==> config.mk <==
export PLATFORM = sky130hd
export DESIGN_NAME = edit_distance_with_transpose_flat
export DESIGN_NICKNAME = d
export VERILOG_FILES = /design/src/design/edt_pkg.sv /design/src/design/edt_item_if.sv /design/src/design/edt_ram.sv /design/src/design/edit_distance_with_transpose.sv /design/src/flat_wrapper.sv
export SDC_FILE = /design/constraint.sdc
export NUM_CORES = 2
export LEC_CHECK = 0
export ABC_AREA = 1
export BUFFER_PORTS_ARGS = -buffer_cell sky130_fd_sc_hd__buf_2
export CAP_MARGIN = 0
export CORE_UTILIZATION = 63
export DETAILED_ROUTE_END_ITERATION = 8
export GPL_TIMING_DRIVEN = 0
export PLACE_DENSITY_LB_ADDON = 0.2
export SLEW_MARGIN = 15
export SYNTH_ARGS = -nofsm -noshare
export SYNTH_HDL_FRONTEND = slang
export SYNTH_HIERARCHICAL = 1
export SYNTH_SLANG_ARGS = --single-unit
==> constraint.sdc <==
create_clock -name clk_i -period 11.8 [get_ports clk_i]
set_input_delay 2.36 -clock clk_i [delete_from_list [all_inputs] [get_ports clk_i]]
set_output_delay 2.36 -clock clk_i [all_outputs]
set_load 0.05 [all_outputs]
==> src/design/edt_pkg.sv <==
// Shared types, codes and constants of the transposition-aware edit distance block.
// No dependencies; the interfaces and the top level import this package.
package edt_pkg;

  // Field widths of the input and result beats.
  localparam int ACTION_W  = 2;
  localparam int SYM_W     = 8;
  localparam int DIST_W    = 12;
  localparam int COST_W    = 4;
  localparam int CFG_IDX_W = 2;

  // Default longest string and the saturation point of the result.
  localparam int MAX_LEN_DEF = 64;
  localparam int DIST_MAX    = 4095;

  // Cost register values after reset.
  localparam logic [COST_W-1:0] INS_COST_RST   = 4'd1;
  localparam logic [COST_W-1:0] DEL_COST_RST   = 4'd1;
  localparam logic [COST_W-1:0] SUB_COST_RST   = 4'd1;
  localparam logic [COST_W-1:0] TRANS_COST_RST = 4'd2;

  // Action codes carried by an input beat.
  typedef enum logic [ACTION_W-1:0] {
    ACT_FIRST   = 2'd0,
    ACT_SECOND  = 2'd1,
    ACT_COMPUTE = 2'd2
  } action_e;

  // Configuration register indexes.
  typedef enum logic [CFG_IDX_W-1:0] {
    CFG_INSERT    = 2'd0,
    CFG_DELETE    = 2'd1,
    CFG_SUBST     = 2'd2,
    CFG_TRANSPOSE = 2'd3
  } cfg_idx_e;

  // Sequencer states.
  typedef enum logic [1:0] {
    ST_IDLE,
    ST_ROW,
    ST_CELL
  } state_e;

  // Beat payloads.
  typedef struct packed {
    logic [ACTION_W-1:0] action;
    logic [SYM_W-1:0]    symbol;
  } item_t;

  typedef struct packed {
    logic [DIST_W-1:0] distance;
    logic              too_long;
  } result_t;

endpackage

==> src/design/edt_item_if.sv <==
// Valid/ready channel interfaces for input items and result items.
// Depends on edt_pkg for the payload types.
interface edt_item_if;
  import edt_pkg::*;

  logic  valid;
  logic  ready;
  item_t payload;

  modport source (output valid, output payload, input ready);
  modport sink (input valid, input payload, output ready);
endinterface

interface edt_result_if;
  import edt_pkg::*;

  logic    valid;
  logic    ready;
  result_t payload;

  modport source (output valid, output payload, input ready);
  modport sink (input valid, input payload, output ready);
endinterface

==> src/design/edt_ram.sv <==
// Generic single-write, single-read synchronous RAM with a registered read port.
// No dependencies.
module edt_ram #(
  parameter int Width = 8,
  parameter int Depth = 64
) (
  input  logic                     clk_i,
  input  logic                     we_i,
  input  logic [$clog2(Depth)-1:0] waddr_i,
  input  logic [Width-1:0]         wdata_i,
  input  logic                     re_i,
  input  logic [$clog2(Depth)-1:0] raddr_i,
  output logic [Width-1:0]         rdata_o
);

  logic [Width-1:0] mem_q [Depth];

  // Write port.
  always_ff @(posedge clk_i) begin
    if (we_i) begin
      mem_q[waddr_i] <= wdata_i;
    end
  end

  // Read port; the data holds while no read is issued.
  always_ff @(posedge clk_i) begin
    if (re_i) begin
      rdata_o <= mem_q[raddr_i];
    end
  end

endmodule

==> src/design/edit_distance_with_transpose.sv <==
// Top level of the optimal string alignment (restricted Damerau) edit distance block.
// Depends on edt_pkg, the edt_item_if / edt_result_if interfaces and edt_ram.

// Input beats append a byte to the first or second string (taken back to back while no
// compute runs) or start a compute. A compute of strings of lengths n and m, both nonzero,
// sweeps the cost table row by row: a setup state per row, then one cell per cycle. The
// row memory has a single read and write port and holds the two previous rows packed side
// by side. If either string is empty the result is ready in the cycle after the compute
// beat. The result then waits in an output register while new strings load; a compute is
// taken only once that register is free. After a compute both strings and the
// dropped-character flag are cleared. Characters past MaxLen are dropped and flagged.
// Cost registers must be written only while no compute runs; the block does not enforce it.
module edit_distance_with_transpose #(
  parameter int MaxLen = edt_pkg::MAX_LEN_DEF
) (
  input  logic                           clk_i,
  input  logic                           rst_ni,
  input  logic                           cfg_we_i,
  input  logic [edt_pkg::CFG_IDX_W-1:0]  cfg_idx_i,
  input  logic [edt_pkg::COST_W-1:0]     cfg_data_i,
  edt_item_if.sink                       item_i,
  edt_result_if.source                   result_o
);
  import edt_pkg::*;

  // Length counters hold 0..MaxLen; addresses span 0..MaxLen-1.
  localparam int LW     = $clog2(MaxLen + 1);
  localparam int AW     = $clog2(MaxLen);
  localparam int CW_RAW = COST_W + $clog2(2 * MaxLen + 1);
  localparam int CW     = (CW_RAW > DIST_W) ? CW_RAW : DIST_W;

  state_e state_q, state_d;

  logic [COST_W-1:0] ins_q, del_q, sub_q, trn_q;
  logic [LW-1:0]     len_a_q, len_b_q;
  logic              ovf_q;
  logic [LW-1:0]     row_q, col_q;
  logic [LW-1:0]     row_m1, col_m1;
  logic [CW-1:0]     left_q, diag_q, u2a_q, u2b_q, rowbase_q, colacc_q;
  logic [SYM_W-1:0]  a_prev_q, b_prev_q;
  logic              out_valid_q;
  result_t           out_q;

  logic              accept, out_take, out_free;
  logic              is_first, is_second, is_compute, empty_job;
  logic              last_col, last_row;

  // RAM controls.
  logic              a_we, b_we, a_re, bc_re, c_we;
  logic [AW-1:0]     a_waddr, b_waddr, a_raddr, bc_raddr, c_waddr;
  logic [SYM_W-1:0]  a_rdata, b_rdata;
  logic [2*CW-1:0]   c_wdata, c_rdata;

  // Cell datapath.
  logic [CW-1:0]     up_j, up2_j, cand_ins, cand_del, cand_sub, cand_trn, m1, m2, best;
  logic              trans_ok;
  logic [CW-1:0]     empty_dist;
  logic [DIST_W-1:0] best_sat, empty_sat;

  // Handshake decode. Loads pass a waiting result; a compute needs the result register free.
  assign out_take   = out_valid_q && result_o.ready;
  assign out_free   = !out_valid_q || result_o.ready;
  assign item_i.ready = (state_q == ST_IDLE) && (out_free || !is_compute);
  assign accept     = item_i.valid && item_i.ready;
  assign is_first   = item_i.payload.action == ACT_FIRST;
  assign is_second  = item_i.payload.action == ACT_SECOND;
  assign is_compute = item_i.payload.action == ACT_COMPUTE;
  assign empty_job  = (len_a_q == '0) || (len_b_q == '0);
  assign last_col   = col_q == len_b_q;
  assign last_row   = row_q == len_a_q;
  assign row_m1     = row_q - LW'(1);
  assign col_m1     = col_q - LW'(1);

  // String stores and the packed row store {row i-1, row i-2}.
  edt_ram #(.Width(SYM_W), .Depth(MaxLen)) u_ram_a (
    .clk_i, .we_i(a_we), .waddr_i(a_waddr), .wdata_i(item_i.payload.symbol),
    .re_i(a_re), .raddr_i(a_raddr), .rdata_o(a_rdata)
  );

  edt_ram #(.Width(SYM_W), .Depth(MaxLen)) u_ram_b (
    .clk_i, .we_i(b_we), .waddr_i(b_waddr), .wdata_i(item_i.payload.symbol),
    .re_i(bc_re), .raddr_i(bc_raddr), .rdata_o(b_rdata)
  );

  edt_ram #(.Width(2 * CW), .Depth(MaxLen)) u_ram_rows (
    .clk_i, .we_i(c_we), .waddr_i(c_waddr), .wdata_i(c_wdata),
    .re_i(bc_re), .raddr_i(bc_raddr), .rdata_o(c_rdata)
  );

  // Next state.
  always_comb begin
    state_d = state_q;
    case (state_q)
      ST_IDLE: begin
        if (accept && is_compute && !empty_job) begin
          state_d = ST_ROW;
        end
      end
      ST_ROW: begin
        state_d = ST_CELL;
      end
      ST_CELL: begin
        if (last_col) begin
          state_d = last_row ? ST_IDLE : ST_ROW;
        end
      end
      default: begin
        state_d = ST_IDLE;
      end
    endcase
  end

  // Memory controls per state. A row's reads never meet a pending write to the same
  // entry: a cell writes entry j-1 while reading entry j, and each row starts with a
  // setup state.
  always_comb begin
    a_we     = 1'b0;
    b_we     = 1'b0;
    a_re     = 1'b0;
    bc_re    = 1'b0;
    c_we     = 1'b0;
    a_waddr  = len_a_q[AW-1:0];
    b_waddr  = len_b_q[AW-1:0];
    a_raddr  = row_m1[AW-1:0];
    bc_raddr = '0;
    c_waddr  = row_m1[AW-1:0];
    case (state_q)
      ST_IDLE: begin
        a_we = accept && is_first && (len_a_q != LW'(MaxLen));
        b_we = accept && is_second && (len_b_q != LW'(MaxLen));
      end
      ST_ROW: begin
        a_re  = 1'b1;
        bc_re = 1'b1;
      end
      ST_CELL: begin
        bc_re    = !last_col;
        bc_raddr = col_q[AW-1:0];
        c_we     = 1'b1;
        c_waddr  = col_m1[AW-1:0];
      end
      default: begin
        a_we = 1'b0;
      end
    endcase
  end

  // One table cell: column j of row i.
  assign up_j     = (row_q == LW'(1)) ? colacc_q : c_rdata[2*CW-1:CW];
  assign up2_j    = c_rdata[CW-1:0];
  assign cand_ins = left_q + CW'(ins_q);
  assign cand_del = up_j + CW'(del_q);
  assign cand_sub = diag_q + ((a_rdata == b_rdata) ? CW'(0) : CW'(sub_q));
  assign cand_trn = u2b_q + CW'(trn_q);
  assign trans_ok = (row_q != LW'(1)) && (col_q != LW'(1)) &&
                    (a_prev_q == b_rdata) && (a_rdata == b_prev_q);
  assign m1       = (cand_del < cand_ins) ? cand_del : cand_ins;
  assign m2       = (cand_sub < m1) ? cand_sub : m1;
  assign best     = (trans_ok && (cand_trn < m2)) ? cand_trn : m2;
  assign c_wdata  = {best, up_j};

  // Results: the full table, or the border when a string is empty.
  assign empty_dist = (len_a_q == '0) ? CW'(len_b_q) * CW'(ins_q) : CW'(len_a_q) * CW'(del_q);
  assign best_sat   = (best > CW'(DIST_MAX)) ? DIST_W'(DIST_MAX) : best[DIST_W-1:0];
  assign empty_sat  = (empty_dist > CW'(DIST_MAX)) ? DIST_W'(DIST_MAX)
                                                    : empty_dist[DIST_W-1:0];

  assign result_o.valid   = out_valid_q;
  assign result_o.payload = out_q;

  // Cost registers.
  always_ff @(posedge clk_i or negedge rst_ni) begin
    if (!rst_ni) begin
      ins_q <= INS_COST_RST;
      del_q <= DEL_COST_RST;
      sub_q <= SUB_COST_RST;
      trn_q <= TRANS_COST_RST;
    end else if (cfg_we_i) begin
      case (cfg_idx_e'(cfg_idx_i))
        CFG_INSERT:    ins_q <= cfg_data_i;
        CFG_DELETE:    del_q <= cfg_data_i;
        CFG_SUBST:     sub_q <= cfg_data_i;
        CFG_TRANSPOSE: trn_q <= cfg_data_i;
        default:       ins_q <= ins_q;
      endcase
    end
  end

  // Control state: sequencer, lengths, overflow flag, counters, result valid.
  always_ff @(posedge clk_i or negedge rst_ni) begin
    if (!rst_ni) begin
      state_q     <= ST_IDLE;
      len_a_q     <= '0;
      len_b_q     <= '0;
      ovf_q       <= 1'b0;
      row_q       <= '0;
      col_q       <= '0;
      out_valid_q <= 1'b0;
    end else begin
      state_q <= state_d;
      if (out_take) begin
        out_valid_q <= 1'b0;
      end
      case (state_q)
        ST_IDLE: begin
          if (accept && is_first) begin
            if (len_a_q != LW'(MaxLen)) len_a_q <= len_a_q + LW'(1);
            else                        ovf_q   <= 1'b1;
          end
          if (accept && is_second) begin
            if (len_b_q != LW'(MaxLen)) len_b_q <= len_b_q + LW'(1);
            else                        ovf_q   <= 1'b1;
          end
          if (accept && is_compute) begin
            if (empty_job) begin
              out_valid_q <= 1'b1;
              len_a_q     <= '0;
              len_b_q     <= '0;
              ovf_q       <= 1'b0;
            end else begin
              row_q <= LW'(1);
            end
          end
        end
        ST_ROW: begin
          col_q <= LW'(1);
        end
        ST_CELL: begin
          if (last_col) begin
            if (last_row) begin
              out_valid_q <= 1'b1;
              len_a_q     <= '0;
              len_b_q     <= '0;
              ovf_q       <= 1'b0;
            end else begin
              row_q <= row_q + LW'(1);
            end
          end else begin
            col_q <= col_q + LW'(1);
          end
        end
        default: begin
          row_q <= row_q;
        end
      endcase
    end
  end

  // Datapath registers of the row sweep and the result register.
  always_ff @(posedge clk_i) begin
    case (state_q)
      ST_IDLE: begin
        rowbase_q <= '0;
        if (accept && is_compute && empty_job) begin
          out_q.distance <= empty_sat;
          out_q.too_long <= ovf_q;
        end
      end
      ST_ROW: begin
        a_prev_q  <= a_rdata;
        diag_q    <= rowbase_q;
        left_q    <= rowbase_q + CW'(del_q);
        u2a_q     <= rowbase_q - CW'(del_q);
        rowbase_q <= rowbase_q + CW'(del_q);
        colacc_q  <= CW'(ins_q);
      end
      ST_CELL: begin
        left_q   <= best;
        diag_q   <= up_j;
        u2b_q    <= u2a_q;
        u2a_q    <= up2_j;
        b_prev_q <= b_rdata;
        colacc_q <= colacc_q + CW'(ins_q);
        if (last_col && last_row) begin
          out_q.distance <= best_sat;
          out_q.too_long <= ovf_q;
        end
      end
      default: begin
        left_q <= left_q;
      end
    endcase
  end

  // The result register is never loaded while it still holds an untaken result.
  assert property (@(posedge clk_i) disable iff (!rst_ni)
    (state_q == ST_CELL && last_col && last_row) |-> !out_valid_q)
    else $error("result register overwritten");

  // The sweep stays within the table.
  assert property (@(posedge clk_i) disable iff (!rst_ni)
    (state_q == ST_CELL) |-> (col_q != '0) && (col_q <= len_b_q) &&
                             (row_q != '0) && (row_q <= len_a_q))
    else $error("cell index outside the table");

  // A compute never starts on empty strings, and lengths stay in range.
  assert property (@(posedge clk_i) disable iff (!rst_ni)
    (state_q == ST_IDLE && state_d == ST_ROW) |=> (len_a_q != '0) && (len_b_q != '0))
    else $error("table sweep started on an empty string");

  assert property (@(posedge clk_i) disable iff (!rst_ni)
    (len_a_q <= LW'(MaxLen)) && (len_b_q <= LW'(MaxLen)))
    else $error("string length beyond capacity");

endmodule
==> src/flat_wrapper.sv <==
// flat-port wrapper written by rule: the top's interface ports become plain ports
module edit_distance_with_transpose_flat import edt_pkg::*;
#(
  parameter int MaxLen = edt_pkg::MAX_LEN_DEF
)
  (clk_i, rst_ni, cfg_we_i, cfg_idx_i, cfg_data_i, item_i_valid, item_i_payload, item_i_ready, result_o_valid, result_o_payload, result_o_ready);
  edt_item_if item_i_i ();
  edt_result_if result_o_i ();
  input  logic clk_i;
  input  logic rst_ni;
  input  logic cfg_we_i;
  input  logic [edt_pkg::CFG_IDX_W-1:0] cfg_idx_i;
  input  logic [edt_pkg::COST_W-1:0] cfg_data_i;
  input wire logic [$bits(item_i_i.valid)-1:0] item_i_valid;
  input wire logic [$bits(item_i_i.payload)-1:0] item_i_payload;
  output wire logic [$bits(item_i_i.ready)-1:0] item_i_ready;
  output wire logic [$bits(result_o_i.valid)-1:0] result_o_valid;
  output wire logic [$bits(result_o_i.payload)-1:0] result_o_payload;
  input wire logic [$bits(result_o_i.ready)-1:0] result_o_ready;
  assign item_i_i.valid = item_i_valid;
  assign item_i_i.payload = item_i_payload;
  assign item_i_ready = item_i_i.ready;
  assign result_o_valid = result_o_i.valid;
  assign result_o_payload = result_o_i.payload;
  assign result_o_i.ready = result_o_ready;
  edit_distance_with_transpose #(.MaxLen(MaxLen)) u_core (.clk_i(clk_i), .rst_ni(rst_ni), .cfg_we_i(cfg_we_i), .cfg_idx_i(cfg_idx_i), .cfg_data_i(cfg_data_i), .item_i(item_i_i), .result_o(result_o_i));
endmodule
==> flow_metrics.tcl <==
set metrics [dict create \
    n_fill_cell 12500 \
    syn_inst 10380 \
    drive_gt1_frac 0.1037 \
    worst_pin_slew_ns 1.315 \
    synth_area_um2 117900 \
    place_congestion 1.156 \
    grt_overflow 0 \
    htree_levels 5 \
    antenna_found_initial 15 \
    crit_path_top_delay_cell "o21ai_1" \
    vias 86140 \
    setup_viol 0 \
    io_pins 36 \
    cap_violations 0 \
    relSlewSlack 0.1209 \
    cts_root_buf "clkbuf_16" \
    yosysTopAreaCell "edfxtp_1" \
    synth.distinct_cells 55 \
    row_count 158 \
    crit_required_ns 12.40 \
    grt_pass1_vias 80460 \
    fin_skew_ns 0.06645 \
    final_cells 13540 \
    dieWidth_um 434.6 \
    num-nets-final 11000 \
    fin_crit_ns 11.19 \
    syn_nets 10540 \
    final_cell_mix "3563 x nand2_1, 2701 x edfxtp_1, 2242 x nand3_1" \
    mostFrequentLayoutCell "nand2_1" \
    place.detailed.hpwl_mm 252.5 \
    drv_slew 0 \
    crit_path_frequent_cell "nand2_1" \
    multi_input_area_um2 31390 \
    areaGrowthSynthToFinish_pct 12.92 \
    cp-end-kind "register" \
    synth_seq_area_share 0.6980 \
    p_leak_uw 0.04951 \
    worstSetupStartpointType "register" \
    syn_area_per_cell_um2 11.36 \
    grt_first_pass_wirelength_mm 528.7 \
    wire_per_inst_um 27.40 \
    synthTopCellsByArea "edfxtp_1 69%, nand2_1 11%, nand3_1 9.5%" \
    die_h_um 434.6 \
    remaining_drc_errors 0 \
    hold_path_class "register to register" \
    grt_max_degree 96 \
    yosysWarnings 6 \
    cts_buffers 291 \
    ctsHoldBuffers 0 \
    yosysTopAreaCellShare 0.6878 \
    synth_edf_count 2701 \
    path_max_fanout 57 \
    powerDensity_nw_per_um2 315.0 \
    fin_crit_sh 0.9481 \
    fmax_mhz 89.39 \
    cts.clk_slew.worst_paths_ns 0.07 \
    cts_sinks 2749 \
    ff_latch_area_um2 82310 \
    rsz0062_at_grt "no" \
    holdWs_ns 0.4201 \
    setup_ws_ns 0.6125 \
    outcome "finished clean" \
    clk_latency_ns 0.96 \
    path_class "register to register" \
    wl_mm 371.1 \
    cpPeakStageDelay_ns 0.63 \
    drt-initial-drc-count 12460 \
    numPortBuffers 35 \
    synth-seq-cells 2749 \
    ctsLongestPathBuffers 4 \
    final_antenna_net_count 0 \
    firstDrtPassIters 9 \
    viasPerCell 6.361 \
    core_area_um2 185600 \
    worstPathArrival_ns 11.78 \
    ir_drop_uv 574.6 \
    start_util 0.6353 \
    cts_tree "yes" \
    synth_async_sr_flop_share 0.01746 \
    gr-usage-all-layers 0.3909 \
    ys.flop_type "edfxtp_1" \
    hold_viol_final 0 \
    dp_slack_ns 0.2643 \
    dp_cells 13030 \
    dieArea_um2 188900 \
]
==> repair_timing <==
item	CTS	global route
resized for setup	0	2
buffers inserted	0	0
endpoints found under the setup margin	0	599
==> report_power, final <==
part / total [uW] / internal [uW] / switching [uW]
Combinational: 17600 / 4130 / 13500
Sequential: 15600 / 15300 / 261
Clock: 8800 / 5140 / 3660
Total: 41900 / 24600 / 17400
==> worst paths after layout <==
path / slack, ns / end / depth (start not counted) / start
max in group asynchronous: 9.85 / u_core/row_q[2] / 1 / rst_ni
worst max-delay path: 0.61 / u_core/u_ram_rows/mem_q[25][17] / 46 / u_core/row_q[1]
worst max register to register: 0.61 / u_core/u_ram_rows/mem_q[25][17] / 46 / u_core/row_q[1]
min in group asynchronous: 1.47 / u_core/result_o.valid / 1 / rst_ni
worst min register to register: 0.42 / u_core/u2b_q[7] / 0 / u_core/u2a_q[7]
worst min-delay path: 0.42 / u_core/u2b_q[7] / 0 / u_core/u2a_q[7]
==> routing by layer <==
layer / routed length (um) / share of wire / track usage
met5: 198 / 0.00053 / 0.004611
met2: 169900 / 0.46 / 0.6054
met3: 46280 / 0.12 / 0.09289
met4: 27320 / 0.074 / 0.2486
met1: 127400 / 0.34 / 0.4986
==> synthesized netlist by cell type, types with 4 or more instances <==
master    number
nand2_2       19
ha_1         105
dfstp_2        4
o211ai_1       4
buf_2        245
nor3_1        36
edfxtp_1    2701
nand3_1     2242
nor2_1       319
o21ai_0       87
a22oi_1        5
o31ai_1        5
a21oi_1       62
xor2_1        50
or2_2         12
fa_1          27
o21ai_1       12
buf_1         48
inv_2          5
buf_4         60
nand4_1       43
and2_1        13
clkbuf_1     133
nand3_2       12
nor4_1        32
nand2_1     3566
xnor2_1       30
dfrtp_1       44
nor3b_1        7
a31oi_1       15
inv_1        281
buf_8          8
buf_6        115
a211oi_1       5
==> through the flow <==
step	utilization	TNS (ns)	power (uW)	instance area (um^2)
after detailed placement	0.6687	0	32550	124100
after floorplan	-	0	24270	117900
after CTS	0.7170	0	41270	133100
after global routing	0.7171	0	42990	133100
after global placement	0.6529	-2114.30	29790	121200
final	0.7173	0	41950	133200
==> logic make-up after synthesis <==
family,share of synthesized area
flip-flops,0.6980
AND/OR/NAND/NOR,0.2291
adder cells (fa/ha/maj),0.01572
XOR/XNOR,0.005942
AO/OA/AOI/OAI,0.009900
buffers and inverters,0.04135
==> worst max-delay path: cells and delay by family, from the launching register on <==
kind,cells,cell delay (ns)
AO/OA/AOI/OAI,7,2.73
XOR/XNOR,1,0.21
flip-flops,1,0.43
buffers and inverters,10,2.28
adder cells (fa/ha/maj),5,1.45
AND/OR/NAND/NOR,23,3.61
==> registers in the layout, summed over array words and instances (netlist names), 8 cells and up <==
signal and cells:
u_core/rowbase_q 12, u_core/diag_q 12, u_core/a_prev_q 8, u_core/u_ram_b/mem_q 512, u_core/u2a_q 12, u_core/u_ram_b/rdata_o 8, u_core/u_ram_rows/rdata_o 24, u_core/colacc_q 12
u_core/left_q 12, u_core/u_ram_a/rdata_o 8, u_core/u2b_q 12, u_core/b_prev_q 8, u_core/u_ram_a/mem_q 512, u_core/result_o.payload 13, u_core/u_ram_rows/mem_q 1536
==> cell type report <==
class                   count  share of cell area
inverters                 291            0.008447
clock buffers             370             0.05859
plain buffers             609             0.02834
repair buffers            168             0.01838
clock inverters           124            0.008720
multi-input cells        6735              0.2358
well taps                2480             0.02330
flip-flops and latches   2749              0.6182
diodes                     15           0.0002819
(Power assumes the default switching activity.)
